## src/can_steering_frame_generator_defines.svh

```systemverilog
// Assertion macros for the steering CAN frame generator.
// Included by the top level; the checks compile away when SYNTHESIS is defined.
`ifndef CAN_STEERING_FRAME_GENERATOR_DEFINES_SVH
`define CAN_STEERING_FRAME_GENERATOR_DEFINES_SVH
`ifndef SYNTHESIS
`define CSFG_ASSERT_IMPLIES(label, clk, rst_n, ante, cons) \
	label: assert property (@(posedge clk) disable iff (!rst_n) (ante) |-> (cons)) \
		else $error("csfg: same-cycle check failed");
`define CSFG_ASSERT_NEXT(label, clk, rst_n, ante, cons) \
	label: assert property (@(posedge clk) disable iff (!rst_n) (ante) |=> (cons)) \
		else $error("csfg: next-cycle check failed");
`else
`define CSFG_ASSERT_IMPLIES(label, clk, rst_n, ante, cons)
`define CSFG_ASSERT_NEXT(label, clk, rst_n, ante, cons)
`endif
`endif

```

## src/csfg_pkg.sv

```systemverilog
// Shared types, constants and CRC tables of the steering CAN frame generator.
// No dependencies; imported by the top level, front, queue and back end.
`default_nettype none
package csfg_pkg;

	localparam int CFG_IDX_W = 2;
	localparam int CFG_DATA_W = 16;
	localparam logic [CFG_IDX_W-1:0] REG_TRIG_THRESH = 2'd0;
	localparam logic [CFG_IDX_W-1:0] REG_STEER_CENTRE = 2'd1;
	localparam logic [CFG_IDX_W-1:0] REG_CMD_CENTRE = 2'd2;

	localparam logic [15:0] RST_TRIG_THRESH = 16'd20000;
	localparam logic [15:0] RST_STEER_CENTRE = 16'd32376;
	localparam logic [15:0] RST_CMD_CENTRE = 16'd32128;

	localparam logic [28:0] ID_MMI0 = 29'h0CEF13FC;
	localparam logic [28:0] ID_MMI1 = 29'h0CEF5AFC;
	localparam logic [28:0] ID_VSP0 = 29'h0CFF40FB;
	localparam logic [28:0] ID_VSP1 = 29'h0CFF41FB;
	localparam logic [28:0] ID_CMD = 29'h0CAD131C;

	localparam logic [15:0] CRC_POLY = 16'hC86C;
	localparam logic [7:0] TRIG_RELEASED = 8'hFC;
	localparam logic [7:0] TRIG_PULLED = 8'hFD;

	localparam int CNT_W = 4;
	localparam int CNT_N = 1 << CNT_W;

	localparam int QUEUE_DEPTH = 4;
	localparam int QPTR_W = $clog2(QUEUE_DEPTH);

	// Fixed leading bytes 0..4 of the counted frames, byte 0 in the top bits.
	localparam logic [39:0] MMI0_PREFIX = 40'h00_11_5F_30_FF;
	localparam logic [39:0] MMI1_PREFIX = 40'h02_11_5F_30_FF;
	localparam logic [39:0] VSP_PREFIX = 40'hFF_3F_FF_00_FF;
	localparam logic [7:0] VSP_CNT_BASE = 8'hF0;

	typedef struct packed {
		logic [15:0] trig_thresh;
		logic [15:0] steer_centre;
		logic [15:0] cmd_centre;
	} cfg_t;

	// One tick that needs a burst of frames.
	typedef struct packed {
		logic has_mmi;
		logic trig_rel;
		logic [15:0] cmd;
	} job_t;

	typedef struct packed {
		logic [28:0] frame_id;
		logic [7:0][7:0] data;
		logic last_frame;
	} can_frame_t;

	// CRC-16, MSB first, zero start, over six bytes with byte 0 in the top bits.
	function automatic logic [15:0] crc16_six(input logic [47:0] msg);
		logic [15:0] c;
		int k;
		int b;
		c = '0;
		for (k = 0; k < 6; k++) begin
			c = c ^ {msg[47-8*k -: 8], 8'h00};
			for (b = 0; b < 8; b++) begin
				if (c[15]) begin
					c = (c << 1) ^ CRC_POLY;
				end else begin
					c = c << 1;
				end
			end
		end
		return c;
	endfunction

	// Table of CRCs for every counter value; only evaluated for constants.
	function automatic logic [CNT_N*16-1:0] crc_table(input logic [39:0] prefix,
			input logic [7:0] base);
		logic [CNT_N*16-1:0] t;
		int i;
		t = '0;
		for (i = 0; i < CNT_N; i++) begin
			t[i*16 +: 16] = crc16_six({prefix, base + 8'(i)});
		end
		return t;
	endfunction

	localparam logic [CNT_N*16-1:0] MMI0_CRC_TBL = crc_table(MMI0_PREFIX, 8'h00);
	localparam logic [CNT_N*16-1:0] MMI1_CRC_TBL = crc_table(MMI1_PREFIX, 8'h00);
	localparam logic [CNT_N*16-1:0] VSP_CRC_TBL = crc_table(VSP_PREFIX, VSP_CNT_BASE);

endpackage
`default_nettype wire

```

## src/csfg_tick_if.sv

```systemverilog
// Input channel: one millisecond tick with its time and two samples.
// Standalone; carries valid, ready and the tick fields.
`default_nettype none
interface csfg_tick_if;
	logic valid;
	logic ready;
	logic [31:0] time_ms;
	logic [15:0] steer_sample;
	logic [15:0] trigger_sample;

	modport source (output valid, time_ms, steer_sample, trigger_sample, input ready);
	modport sink (input valid, time_ms, steer_sample, trigger_sample, output ready);
endinterface
`default_nettype wire

```

## src/csfg_frame_if.sv

```systemverilog
// Output channel: one extended CAN frame per transfer.
// Standalone; carries valid, ready, identifier, eight payload bytes and the last mark.
`default_nettype none
interface csfg_frame_if;
	logic valid;
	logic ready;
	logic [28:0] frame_id;
	logic [7:0] data_byte0;
	logic [7:0] data_byte1;
	logic [7:0] data_byte2;
	logic [7:0] data_byte3;
	logic [7:0] data_byte4;
	logic [7:0] data_byte5;
	logic [7:0] data_byte6;
	logic [7:0] data_byte7;
	logic last_frame;

	modport source (output valid, frame_id, data_byte0, data_byte1, data_byte2, data_byte3,
		data_byte4, data_byte5, data_byte6, data_byte7, last_frame, input ready);
	modport sink (input valid, frame_id, data_byte0, data_byte1, data_byte2, data_byte3,
		data_byte4, data_byte5, data_byte6, data_byte7, last_frame, output ready);
endinterface
`default_nettype wire

```

## src/can_steering_frame_generator.sv

```systemverilog
// Channel   Dir  Handshake      Carries
// tick      in   valid/ready    time_ms, steer_sample, trigger_sample
// frame     out  valid/ready    frame_id, data_byte0..7, last_frame
// cfg       in   cfg_wr_en      cfg_index, cfg_data (no back-pressure)
//
// A tick enters every cycle while tick.ready is high; a three-stage front pipeline
// classifies it and forms the command, then a four-entry job queue feeds the frame
// sequencer, which loads a job only when idle and emits VSP0, VSP1 and CMD for a
// 100 ms tick, MMI0 and MMI1 first for a 500 ms tick; other ticks cost no back-end
// time. Ticks pass the front stages, queue and output register. Reset is asynchronous
// and clears the counters, queue and valids; tick.ready drops only while the queue is
// full. Top level; depends on csfg_pkg, both channel interfaces, front, queue and back.
`default_nettype none
`include "can_steering_frame_generator_defines.svh"
module can_steering_frame_generator (
	input wire logic clk,
	input wire logic arst_n,
	csfg_tick_if.sink tick,
	csfg_frame_if.source frame,
	input wire logic cfg_wr_en,
	input wire logic [csfg_pkg::CFG_IDX_W-1:0] cfg_index,
	input wire logic [csfg_pkg::CFG_DATA_W-1:0] cfg_data
);
	import csfg_pkg::*;

	cfg_t cfg_q;
	logic q_push;
	logic q_full;
	logic q_pop;
	logic q_empty;
	job_t q_wdata;
	job_t q_rdata;

	always_ff @(posedge clk or negedge arst_n) begin
		if (!arst_n) begin
			cfg_q.trig_thresh <= RST_TRIG_THRESH;
			cfg_q.steer_centre <= RST_STEER_CENTRE;
			cfg_q.cmd_centre <= RST_CMD_CENTRE;
		end else if (cfg_wr_en) begin
			case (cfg_index)
				REG_TRIG_THRESH: cfg_q.trig_thresh <= cfg_data;
				REG_STEER_CENTRE: cfg_q.steer_centre <= cfg_data;
				REG_CMD_CENTRE: cfg_q.cmd_centre <= cfg_data;
				default: ;
			endcase
		end
	end

	csfg_front u_front (
		.clk(clk),
		.arst_n(arst_n),
		.tick(tick),
		.cfg(cfg_q),
		.q_full(q_full),
		.q_push(q_push),
		.q_wdata(q_wdata)
	);

	csfg_queue u_queue (
		.clk(clk),
		.arst_n(arst_n),
		.push(q_push),
		.wdata(q_wdata),
		.full(q_full),
		.pop(q_pop),
		.rdata(q_rdata),
		.empty(q_empty)
	);

	csfg_back u_back (
		.clk(clk),
		.arst_n(arst_n),
		.q_empty(q_empty),
		.q_rdata(q_rdata),
		.q_pop(q_pop),
		.frame(frame)
	);

	// The command frame closes every burst.
	`CSFG_ASSERT_IMPLIES(a_cmd_is_last, clk, arst_n, frame.valid && (frame.frame_id == ID_CMD), frame.last_frame)
	// Inside a burst the next frame follows without a gap.
	`CSFG_ASSERT_NEXT(a_burst_no_gap, clk, arst_n, frame.valid && frame.ready && !frame.last_frame, frame.valid)
	// Tick input only stalls on a full job queue.
	`CSFG_ASSERT_IMPLIES(a_stall_on_full, clk, arst_n, !tick.ready, q_full)
	// The sequencer never pops an empty queue.
	`CSFG_ASSERT_IMPLIES(a_pop_not_empty, clk, arst_n, q_pop, !q_empty)
endmodule
`default_nettype wire

```

## src/csfg_front.sv

```systemverilog
// Front end: accepts ticks, tests the time modulo 100 and 500, and computes the
// steering command. Three-stage pipeline; depends on csfg_pkg and csfg_tick_if.
`default_nettype none
module csfg_front (
	input wire logic clk,
	input wire logic arst_n,
	csfg_tick_if.sink tick,
	input wire csfg_pkg::cfg_t cfg,
	input wire logic q_full,
	output logic q_push,
	output csfg_pkg::job_t q_wdata
);
	import csfg_pkg::*;

	logic en;
	logic v_s1, v_s2, v_s3;
	logic [15:0] r1_s1;
	logic low2_s1, low2_s2;
	logic neg_s1, neg_s2;
	logic [12:0] mag_s1;
	logic trig_s1, trig_s2;
	logic [10:0] r2_s2;
	logic [28:0] prod_s2;
	logic hit100_s3;
	job_t job_s3;

	logic [16:0] diff;
	logic [15:0] mag;
	logic [8:0] r3;
	logic [6:0] m125;
	logic [10:0] quot;
	logic [15:0] quot_signed;

	// The pipeline stalls only when a tick that needs frames meets a full queue.
	assign en = !(v_s3 && hit100_s3 && q_full);
	assign tick.ready = en;
	assign q_push = v_s3 && hit100_s3 && !q_full;
	assign q_wdata = job_s3;

	assign diff = {1'b0, tick.steer_sample} - {1'b0, cfg.steer_centre};
	assign mag = diff[16] ? 16'(-diff) : diff[15:0];

	// Residue of the time modulo 125 folds down using 256 = 6 (mod 125).
	assign r3 = 9'(r2_s2[10:8]) * 9'd6 + 9'(r2_s2[7:0]);
	always_comb begin
		if (r3 >= 9'd250) begin
			m125 = 7'(r3 - 9'd250);
		end else if (r3 >= 9'd125) begin
			m125 = 7'(r3 - 9'd125);
		end else begin
			m125 = r3[6:0];
		end
	end

	// |diff| / 40 is (|diff| >> 3) / 5, and x / 5 = (x * 0xCCCD) >> 18 here.
	assign quot = prod_s2[28:18];
	assign quot_signed = neg_s2 ? -16'(quot) : 16'(quot);

	always_ff @(posedge clk or negedge arst_n) begin
		if (!arst_n) begin
			v_s1 <= 1'b0;
			v_s2 <= 1'b0;
			v_s3 <= 1'b0;
		end else if (en) begin
			v_s1 <= tick.valid;
			v_s2 <= v_s1;
			v_s3 <= v_s2;
		end
	end

	always_ff @(posedge clk) begin
		if (en) begin
			r1_s1 <= 16'(tick.time_ms[7:0]) + 16'(tick.time_ms[15:8]) * 16'd6
				+ 16'(tick.time_ms[23:16]) * 16'd36 + 16'(tick.time_ms[31:24]) * 16'd91;
			low2_s1 <= (tick.time_ms[1:0] == 2'b00);
			neg_s1 <= diff[16];
			mag_s1 <= mag[15:3];
			trig_s1 <= (tick.trigger_sample > cfg.trig_thresh);

			r2_s2 <= 11'(r1_s1[15:8]) * 11'd6 + 11'(r1_s1[7:0]);
			prod_s2 <= 29'(mag_s1) * 29'd52429;
			low2_s2 <= low2_s1;
			neg_s2 <= neg_s1;
			trig_s2 <= trig_s1;

			hit100_s3 <= low2_s2 && (m125 == 7'd0 || m125 == 7'd25 || m125 == 7'd50
				|| m125 == 7'd75 || m125 == 7'd100);
			job_s3.has_mmi <= low2_s2 && (m125 == 7'd0);
			job_s3.trig_rel <= trig_s2;
			job_s3.cmd <= quot_signed + cfg.cmd_centre;
		end
	end
endmodule
`default_nettype wire

```

## src/csfg_queue.sv

```systemverilog
// Short job queue between front and back end.
// Register-based FIFO of QUEUE_DEPTH entries; depends on csfg_pkg.
`default_nettype none
module csfg_queue (
	input wire logic clk,
	input wire logic arst_n,
	input wire logic push,
	input wire csfg_pkg::job_t wdata,
	output logic full,
	input wire logic pop,
	output csfg_pkg::job_t rdata,
	output logic empty
);
	import csfg_pkg::*;

	job_t mem_q [QUEUE_DEPTH];
	logic [QPTR_W-1:0] wr_ptr_q;
	logic [QPTR_W-1:0] rd_ptr_q;
	logic [QPTR_W:0] count_q;

	assign full = (count_q == (QPTR_W+1)'(QUEUE_DEPTH));
	assign empty = (count_q == '0);
	assign rdata = mem_q[rd_ptr_q];

	always_ff @(posedge clk) begin
		if (push) begin
			mem_q[wr_ptr_q] <= wdata;
		end
	end

	always_ff @(posedge clk or negedge arst_n) begin
		if (!arst_n) begin
			wr_ptr_q <= '0;
			rd_ptr_q <= '0;
			count_q <= '0;
		end else begin
			if (push) begin
				wr_ptr_q <= wr_ptr_q + 1'b1;
			end
			if (pop) begin
				rd_ptr_q <= rd_ptr_q + 1'b1;
			end
			if (push && !pop) begin
				count_q <= count_q + 1'b1;
			end else if (pop && !push) begin
				count_q <= count_q - 1'b1;
			end
		end
	end
endmodule
`default_nettype wire

```

## src/csfg_back.sv

```systemverilog
// Back end: turns each queued job into its burst of CAN frames, keeps the rolling
// counters and holds the output register. Depends on csfg_pkg and csfg_frame_if.
`default_nettype none
module csfg_back (
	input wire logic clk,
	input wire logic arst_n,
	input wire logic q_empty,
	input wire csfg_pkg::job_t q_rdata,
	output logic q_pop,
	csfg_frame_if.source frame
);
	import csfg_pkg::*;

	typedef enum logic [2:0] {
		FR_MMI0,
		FR_MMI1,
		FR_VSP0,
		FR_VSP1,
		FR_CMD
	} frame_sel_t;

	logic busy_q;
	frame_sel_t fr_q;
	job_t job_q;
	logic [CNT_W-1:0] mmi_cnt_q;
	logic [CNT_W-1:0] vsp_cnt_q;
	logic out_valid_q;
	can_frame_t out_q;

	logic out_free;
	logic emit;
	can_frame_t nxt;

	assign out_free = !out_valid_q || frame.ready;
	assign emit = busy_q && out_free;
	assign q_pop = !busy_q && !q_empty;

	always_comb begin
		logic [15:0] crc;
		crc = '0;
		nxt.frame_id = ID_CMD;
		nxt.data = '1;
		nxt.last_frame = 1'b0;
		case (fr_q)
			FR_MMI0, FR_MMI1: begin
				if (fr_q == FR_MMI0) begin
					nxt.frame_id = ID_MMI0;
					crc = MMI0_CRC_TBL[{mmi_cnt_q, 4'h0} +: 16];
				end else begin
					nxt.frame_id = ID_MMI1;
					crc = MMI1_CRC_TBL[{mmi_cnt_q, 4'h0} +: 16];
				end
				nxt.data[0] = MMI0_PREFIX[39:32];
				if (fr_q == FR_MMI1) begin
					nxt.data[0] = MMI1_PREFIX[39:32];
				end
				nxt.data[1] = MMI0_PREFIX[31:24];
				nxt.data[2] = MMI0_PREFIX[23:16];
				nxt.data[3] = MMI0_PREFIX[15:8];
				nxt.data[4] = MMI0_PREFIX[7:0];
				nxt.data[5] = {4'h0, mmi_cnt_q};
				nxt.data[6] = crc[7:0];
				nxt.data[7] = crc[15:8];
			end
			FR_VSP0, FR_VSP1: begin
				nxt.frame_id = (fr_q == FR_VSP0) ? ID_VSP0 : ID_VSP1;
				crc = VSP_CRC_TBL[{vsp_cnt_q, 4'h0} +: 16];
				nxt.data[0] = VSP_PREFIX[39:32];
				nxt.data[1] = VSP_PREFIX[31:24];
				nxt.data[2] = VSP_PREFIX[23:16];
				nxt.data[3] = VSP_PREFIX[15:8];
				nxt.data[4] = VSP_PREFIX[7:0];
				nxt.data[5] = VSP_CNT_BASE | {4'h0, vsp_cnt_q};
				nxt.data[6] = crc[7:0];
				nxt.data[7] = crc[15:8];
			end
			default: begin
				nxt.frame_id = ID_CMD;
				nxt.data[0] = job_q.cmd[7:0];
				nxt.data[1] = job_q.cmd[15:8];
				nxt.data[2] = job_q.trig_rel ? TRIG_RELEASED : TRIG_PULLED;
				nxt.last_frame = 1'b1;
			end
		endcase
	end

	always_ff @(posedge clk or negedge arst_n) begin
		if (!arst_n) begin
			busy_q <= 1'b0;
			fr_q <= FR_VSP0;
			job_q <= '0;
			mmi_cnt_q <= '0;
			vsp_cnt_q <= '0;
			out_valid_q <= 1'b0;
			out_q <= '0;
		end else begin
			if (q_pop) begin
				busy_q <= 1'b1;
				job_q <= q_rdata;
				fr_q <= q_rdata.has_mmi ? FR_MMI0 : FR_VSP0;
			end else if (emit) begin
				case (fr_q)
					FR_MMI0: fr_q <= FR_MMI1;
					FR_MMI1: begin
						fr_q <= FR_VSP0;
						mmi_cnt_q <= mmi_cnt_q + 1'b1;
					end
					FR_VSP0: fr_q <= FR_VSP1;
					FR_VSP1: begin
						fr_q <= FR_CMD;
						vsp_cnt_q <= vsp_cnt_q + 1'b1;
					end
					default: busy_q <= 1'b0;
				endcase
			end

			if (emit) begin
				out_valid_q <= 1'b1;
				out_q <= nxt;
			end else if (frame.ready) begin
				out_valid_q <= 1'b0;
			end
		end
	end

	assign frame.valid = out_valid_q;
	assign frame.frame_id = out_q.frame_id;
	assign frame.data_byte0 = out_q.data[0];
	assign frame.data_byte1 = out_q.data[1];
	assign frame.data_byte2 = out_q.data[2];
	assign frame.data_byte3 = out_q.data[3];
	assign frame.data_byte4 = out_q.data[4];
	assign frame.data_byte5 = out_q.data[5];
	assign frame.data_byte6 = out_q.data[6];
	assign frame.data_byte7 = out_q.data[7];
	assign frame.last_frame = out_q.last_frame;
endmodule
`default_nettype wire
```

## src/flat_wrapper.sv

```systemverilog
// flat-port wrapper written by rule: the top's interface ports become plain ports
module can_steering_frame_generator_flat import csfg_pkg::*;
  (clk, arst_n, cfg_wr_en, cfg_index, cfg_data, tick_valid, tick_time_ms, tick_steer_sample, tick_trigger_sample, tick_ready, frame_valid, frame_frame_id, frame_data_byte0, frame_data_byte1, frame_data_byte2, frame_data_byte3, frame_data_byte4, frame_data_byte5, frame_data_byte6, frame_data_byte7, frame_last_frame, frame_ready);
  csfg_tick_if tick_i ();
  csfg_frame_if frame_i ();
  input wire logic clk;
  input wire logic arst_n;
  input wire logic cfg_wr_en;
  input wire logic [csfg_pkg::CFG_IDX_W-1:0] cfg_index;
  input wire logic [csfg_pkg::CFG_DATA_W-1:0] cfg_data;
  input wire logic [$bits(tick_i.valid)-1:0] tick_valid;
  input wire logic [$bits(tick_i.time_ms)-1:0] tick_time_ms;
  input wire logic [$bits(tick_i.steer_sample)-1:0] tick_steer_sample;
  input wire logic [$bits(tick_i.trigger_sample)-1:0] tick_trigger_sample;
  output wire logic [$bits(tick_i.ready)-1:0] tick_ready;
  output wire logic [$bits(frame_i.valid)-1:0] frame_valid;
  output wire logic [$bits(frame_i.frame_id)-1:0] frame_frame_id;
  output wire logic [$bits(frame_i.data_byte0)-1:0] frame_data_byte0;
  output wire logic [$bits(frame_i.data_byte1)-1:0] frame_data_byte1;
  output wire logic [$bits(frame_i.data_byte2)-1:0] frame_data_byte2;
  output wire logic [$bits(frame_i.data_byte3)-1:0] frame_data_byte3;
  output wire logic [$bits(frame_i.data_byte4)-1:0] frame_data_byte4;
  output wire logic [$bits(frame_i.data_byte5)-1:0] frame_data_byte5;
  output wire logic [$bits(frame_i.data_byte6)-1:0] frame_data_byte6;
  output wire logic [$bits(frame_i.data_byte7)-1:0] frame_data_byte7;
  output wire logic [$bits(frame_i.last_frame)-1:0] frame_last_frame;
  input wire logic [$bits(frame_i.ready)-1:0] frame_ready;
  assign tick_i.valid = tick_valid;
  assign tick_i.time_ms = tick_time_ms;
  assign tick_i.steer_sample = tick_steer_sample;
  assign tick_i.trigger_sample = tick_trigger_sample;
  assign tick_ready = tick_i.ready;
  assign frame_valid = frame_i.valid;
  assign frame_frame_id = frame_i.frame_id;
  assign frame_data_byte0 = frame_i.data_byte0;
  assign frame_data_byte1 = frame_i.data_byte1;
  assign frame_data_byte2 = frame_i.data_byte2;
  assign frame_data_byte3 = frame_i.data_byte3;
  assign frame_data_byte4 = frame_i.data_byte4;
  assign frame_data_byte5 = frame_i.data_byte5;
  assign frame_data_byte6 = frame_i.data_byte6;
  assign frame_data_byte7 = frame_i.data_byte7;
  assign frame_last_frame = frame_i.last_frame;
  assign frame_i.ready = frame_ready;
  can_steering_frame_generator u_core (.clk(clk), .arst_n(arst_n), .tick(tick_i), .frame(frame_i), .cfg_wr_en(cfg_wr_en), .cfg_index(cfg_index), .cfg_data(cfg_data));
endmodule
```

## config.mk

```make
export PLATFORM = sky130hd
export DESIGN_NAME = can_steering_frame_generator_flat
export DESIGN_NICKNAME = d
export VERILOG_FILES = /design/src/csfg_pkg.sv /design/src/csfg_tick_if.sv /design/src/csfg_frame_if.sv /design/src/can_steering_frame_generator.sv /design/src/csfg_front.sv /design/src/csfg_queue.sv /design/src/csfg_back.sv /design/src/flat_wrapper.sv
export VERILOG_INCLUDE_DIRS = /design/src /design/src/src
export SDC_FILE = /design/constraint.sdc
export NUM_CORES = 1
export LEC_CHECK = 0
export BUFFER_PORTS_ARGS = -buffer_cell sky130_fd_sc_hd__buf_2
export CAP_MARGIN = 30
export CORE_ASPECT_RATIO = 0.6
export CORE_MARGIN = 2
export CORE_UTILIZATION = 55
export CTS_BUF_LIST = sky130_fd_sc_hd__clkbuf_16
export DETAILED_ROUTE_END_ITERATION = 10
export PLACE_DENSITY = 0.75
export SYNTH_ARGS = -nofsm -noshare
export SYNTH_HDL_FRONTEND = slang
export SYNTH_SLANG_ARGS = --single-unit
```

## constraint.sdc

```tcl
create_clock -name clk -period 7.5 [get_ports clk]
set_clock_uncertainty 0.1 [all_clocks]
set_input_delay 0.75 -clock clk [delete_from_list [all_inputs] [get_ports clk]]
set_output_delay 0.75 -clock clk [all_outputs]
set_load 0.02 [all_outputs]
```

Yosys cells after proc, flatten, opt, wreduce, memory -nomap -nowiden. Memories as Yosys holds them, arrays and structs flattened. Cells that the tools add are included. Widths: inputs -> output; s select.

Logic and storage cells: 148. Memories: 1. Flip-flop bits (word level): 276. Bits in writable memories: 72.

Multiplexer cells: 26. Equality and inequality tests: 11. Magnitude comparators: 3. Reduce and logical (&&, ||, !) cells: 40. Shift operators: 3. Bitwise gates (word level): 1. Add/subtract/negate cells: 17. Multiply operators: 6.

Memories: u_core.u_queue.mem_q (depth 4, bits a word 18, read ports 1, clocked after memory_dff 0, wr ports 1, RTL line csfg_queue.sv:16) `job_t mem_q [QUEUE_DEPTH];`.

Operator list (count): $shiftx 256x9->16 const A (3); $pmux 40 s2 (1); $pmux 29 s2 (1); $mux 16 (3); $pmux 24 s2 (1); $mul 13x16->29 const B (1); $mul 8x2->10 const B (2); $sub 16x16->17 (1); $add 15x15->16 (1); $add 16x16->16 (1); $gt 16x16->1 (1); $neg 11->16 (1); $neg 16->16 (1); $add 12x14->15 (1); $mul 8x7->15 const B (1); $mux 15 (1); $eq 7x7->1 const B (2); $mux 7 (2); $sub 7x7->7 const B (2); $add 8x11->12 (1); $mul 8x4->12 const B (1); $mux 3 (4); $pmux 3 s4 (1); $add 11x8->11 (1); other kinds (32) (72).

Depth between registers and ports, before layout.
Depth in word-level cells: 11. Gate-level depth with buffers: 24.

Cells and area by module. From an unflattened synthesis, not the netlist that was laid out.

Cell total of the unflattened synthesis: 1731. Area total of the unflattened synthesis: 19902.8 sq um.

Modules (own cells, without submodules): csfg_front (area each 11314.6 sq um, instances 1, sequential area each 2357.3 sq um, cells an instance 1128); csfg_back (area each 3752.3 sq um, instances 1, sequential area each 1828.0 sq um, cells an instance 373); csfg_queue (area each 2992.9 sq um, instances 1, sequential area each 2337.2 sq um, cells an instance 128); can_steering_frame_generator (area each 1843.0 sq um, instances 1, sequential area each 1228.7 sq um, cells an instance 102).

Worst setup path after synthesis. OpenSTA, ideal clock, no wires.

Path kind: input-to-reg. Start: in tick_time_ms[9]. End: reg u_core.u_front.r1_s1[13] (data pin). Setup time: 258 ps. Data arrival time: 5949 ps. Stages on the path: 24. Slack: 1193 ps. Buffers on the path: 0. Data required time: 7142 ps. Path through: ha_1 a21o_1 a21oi_1 xnor2_1 fa_1 fa_1 inv_1 fa_1 inv_1 fa_1 inv_1 fa_1 inv_1 ha_1 nor2b_1 o21ai_0 a21boi_0 o21ai_0 a21boi_0 o21a_1 nor2_1 a2bb2oi_1 nor2b_1 xnor2_1.

Cells in the longest elaborated chain, start to end: 4.

RTL lines: start, declared (RTL line flat_wrapper.sv:12) `input wire logic [$bits(tick_i.time_ms)-1:0] tick_time_ms;`; $mul 8x2->10 (RTL line csfg_front.sv:73) `r1_s1 <= 16'(tick.time_ms[7:0]) + 16'(tick.time_ms[15:8]) * 16'd6`; $add 8x11->12 (RTL line csfg_front.sv:73); $add 12x14->15 (RTL line csfg_front.sv:74) `+ 16'(tick.time_ms[23:16]) * 16'd36 + 16'(tick.time_ms[31:24]) * 16'd91;`; $add 15x15->16 (RTL line csfg_front.sv:74); end signal, assigned (RTL line csfg_front.sv:73); end, declared (RTL line csfg_front.sv:17) `logic [15:0] r1_s1;`.

No other way between the ends. A chain may end at the register's enable or synchronous reset.

Worst setup path in the final report.
Start: in tick_time_ms[9]. End: reg u_core.u_front.r1_s1[15] (data pin).

The elaborated chain is that of the path after synthesis.

==> results.yml <==
status:
  status: "completed"
clock_tree:
  htree_levels: 1
  cts_resized: 0
  clock_sinks: 279
  clock_latency_ns: 0.55
  cts.path.max_buffers: 3
  tritoncts: "done"
  numCtsBuffers: 27
  path_clk_slew_ns: 0.07
  cts_setup_buffers: 0
  hold_buffers: 0
  cts_root_buf: "clkbuf_16"
die:
  core_area_sq_um: 35300
  die_width_microns: 250
  rows: 53
  dieArea_sq_um: 37800
  start_util_pct: 56.3
  die_h_microns: 151
  io_pins: 183
synth:
  ys_async_sr_fraction_pct: 47.0
  synthDistinctLibCells: 71
  synth_seq_cells: 279
  synthFlopType: "edfxtp_1"
  synth-seq-area-share_pct: 38.9
  syn_avg_cell_area_sq_um: 11.0
  synth_edf_count: 148
  ys_warn_count: 0
  mappedNetlistArea_sq_um: 19900
  syn_inst: 1803
critical_path:
  r2r_slack_ns: 1.49
  crit_path_start_kind: "input pin"
  max_stage_delay_ns: 0.53
  path_class: "in -> reg"
  critPathRequiredTime_ns: 7.69
  reg2reg_depth: 18
  crit_path_end_kind: "register"
  critPathMaxFanout: 3
  cp-startpoint: "tick_time_ms[9]"
  arrival_ns: 6.72
  r2r-start: "u_core.u_front.mag_s1[11]$_DFFE_PN_"
  crit_end: "u_core.u_front.r1_s1[15]$_DFFE_PN_"
  crit_slowest_cell: "fa_1"
  crit_top_cell: "fa_1"
  r2r_end: "u_core.u_front.prod_s2[28]$_DFFE_PN_"
routing:
  dr_total_vias: 13300
  wl_per_cell_microns: 17.6
  firstDrtPassIters: 5
  drc_errors: 0
  drtAntennaViolNets: 0
  vias_per_cell: 5.48
  routed_wirelength_mm: 42.6
  drtIter0Drc: 931
placed_design:
  place.port_buffers: 176
  gp_congestion: 0.940
  place_hpwl_mm: 33.1
sta:
  setup_tns_ns: 0
  worst_pin_slew_ns: 0.954
  min_period_over_period_pct: 87.1
  slew_headroom_pct: 36.4
  hold_viol: 0
  min_period_ns: 6.53
  rsz0062_at_grt: "no"
  fmax_mhz: 153
  slew_violations: 0
  setup_viol: 0
grt:
  grt_max_degree: 77
  overflow: 0
  grt_pass1_wl_mm: 69.0
  antenna_found_initial: 0
  grt_pass1_vias: 13100
  groute.usage.overall_pct: 22.9
finish:
  drive_above_1_share_pct: 17.9
  syn_to_final_growth_pct: 10.1
  layout.nets: 2365
  diodes: 0
  final_util_pct: 62.0
job:
  cap_viol_max_count: 0
hold_path:
  hold_class: "in -> async"
-- through the flow --
stage                     worst slack [ns]  cell area [sq um]  std cells  hold slack [ns]
final                                0.969              21900       2426           0.0521
after global routing                 0.525              21900       2426           0.0917
after CTS                            0.987              21900       2423           0.0615
after detailed placement             0.458              21000       2373            0.307
after global placement               0.728              21000       2373            0.307
after floorplan                       1.19              19900       1808            0.300
-- logic make-up (layout without fill, tap and decap cells) --
kind of cell               Yosys count  in the layout  share of synthesized area [%]
adders and majority gates          340            340                           25.1
xor gates and xnor gates           118            118                           5.27
AOI/OAI and AO/OA                  297            297                           9.47
DFF                                279            279                           38.9
other                                1              6                         0.0188
buffers and inverters              338            489                           7.33
muxes                               80             80                           5.51
and+or+nand+nor                    350            350                           8.33
-- critical path, delay by kind of cell --
kind	cells	cell delay [ns]
AO/OA/AOI/OAI	9	1.82
AND/OR/NAND/NOR	2	0.39
XOR/XNOR	2	0.32
buffers and inverters	5	0.31
adder cells (fa/ha/maj)	7	3.12
-- placed cells by master (no fill, tap or decap), drive strengths merged, types with 12 or more instances in the layout --
cell,n
a211oi,12
a21o,23
a21oi,73
buf,187
clkbuf,27
dfrtp,108
dfstp,23
edfxtp,148
fa,100
ha,240
inv,258
mux2,56
mux4,18
nand2,108
nand2b,13
nand3,27
nor2,100
nor2b,15
nor3,23
o21a,16
o21ai,91
o21bai,15
o31ai,12
xnor2,89
xor2,29
-- routing by layer --
layer / vias to the layer above / wire length (microns) / GRT usage (%)
li1: 6413 / - / -
met1: 6458 / 21200 / 35.4
met2: 363 / 18400 / 34.4
met3: 58 / 2270 / 3.21
met4: 0 / 777 / 4.91
met5: - / 0 / 0
-- registers in the layout (all words and copies together), names as in the netlist, 4 cells and up --
register / count
u_core.u_front.q_wdata: 18
u_core.u_back.job_q: 17
u_core.u_back.frame.data_byte1: 8
u_core.cfg_q: 48
u_core.u_back.frame.data_byte2: 4
u_core.u_back.frame.data_byte6: 6
u_core.u_queue.mem_q: 72
u_core.u_back.frame.data_byte5: 4
u_core.u_front.r2_s2: 11
u_core.u_front.mag_s1: 13
u_core.u_front.prod_s2: 11
u_core.u_back.vsp_cnt_q: 4
u_core.u_back.mmi_cnt_q: 4
u_core.u_back.frame.frame_id: 4
u_core.u_back.frame.data_byte0: 8
u_core.u_back.frame.data_byte7: 7
u_core.u_front.r1_s1: 16
-- worst min-delay path by stage --
| stage | startpoint | to | cells after the start |
|---|---|---|---|
| 3_5_place_dp | u_core.u_front.neg_s1$_DFFE_PN_ | u_core.u_front.neg_s2$_DFFE_PN_ | 0 |
| 2_1_floorplan | u_core.u_front.low2_s1$_DFFE_PN_ | u_core.u_front.low2_s2$_DFFE_PN_ | 0 |
| 6_report | arst_n | u_core.u_back.frame.data_byte1[2]$_DFFE_PN0P_ | 1 |
| 3_3_place_gp | u_core.u_front.neg_s1$_DFFE_PN_ | u_core.u_front.neg_s2$_DFFE_PN_ | 0 |
| 4_1_cts | arst_n | u_core.u_back.frame.data_byte2[6]$_DFFE_PN0P_ | 1 |
| 5_1_grt | arst_n | u_core.u_back.frame.data_byte1[2]$_DFFE_PN0P_ | 1 |
-- synth_stat cells (all sizes together), types with 3 or more instances --
cell type	n	area, sq um
or4	3	22.5
a21oi	73	365
nand4	5	31.3
ha	240	3000
a31oi	4	25.0
o41ai	4	42.6
fa	100	2000
nor3	23	115
inv	252	946
nand2b	13	81.3
nand3	27	135
edfxtp	148	4440
o21ai	91	463
mux4	18	405
nor4	6	37.5
a2111oi	6	52.6
and4	3	26.3
dfstp	23	604
o2111ai	3	26.3
dfrtp	108	2700
xor2	29	262
o31ai	12	90.1
a21o	23	173
xnor2	89	787
a21boi	10	75.1
and3	4	25.0
nand3b	6	45.0
or2	10	62.6
nor3b	4	30.0
or3	8	50.1
o211ai	5	37.5
nand2	108	405
a211oi	12	90.1
o21a	16	120
nor2b	15	93.8
and2	10	62.6
nor2	100	375
mux2i	6	60.1
clkbuf	33	124
o21bai	15	113
mux2	56	631
buf	53	390
o22a	3	26.3
-- layout make-up --
class	instances	area, sq um
Clock buffer	27	676
Clock inverter	23	223
Fill cell	2737	13400
Inverter	252	946
Multi-Input combinational cell	1191	10700
Sequential cell	279	7750
Tap cell	467	584
Timing Repair Buffer	187	1020
Power is not shown: default switching activity piles up to over one toggle a cycle in this logic, so the estimate is an artifact.
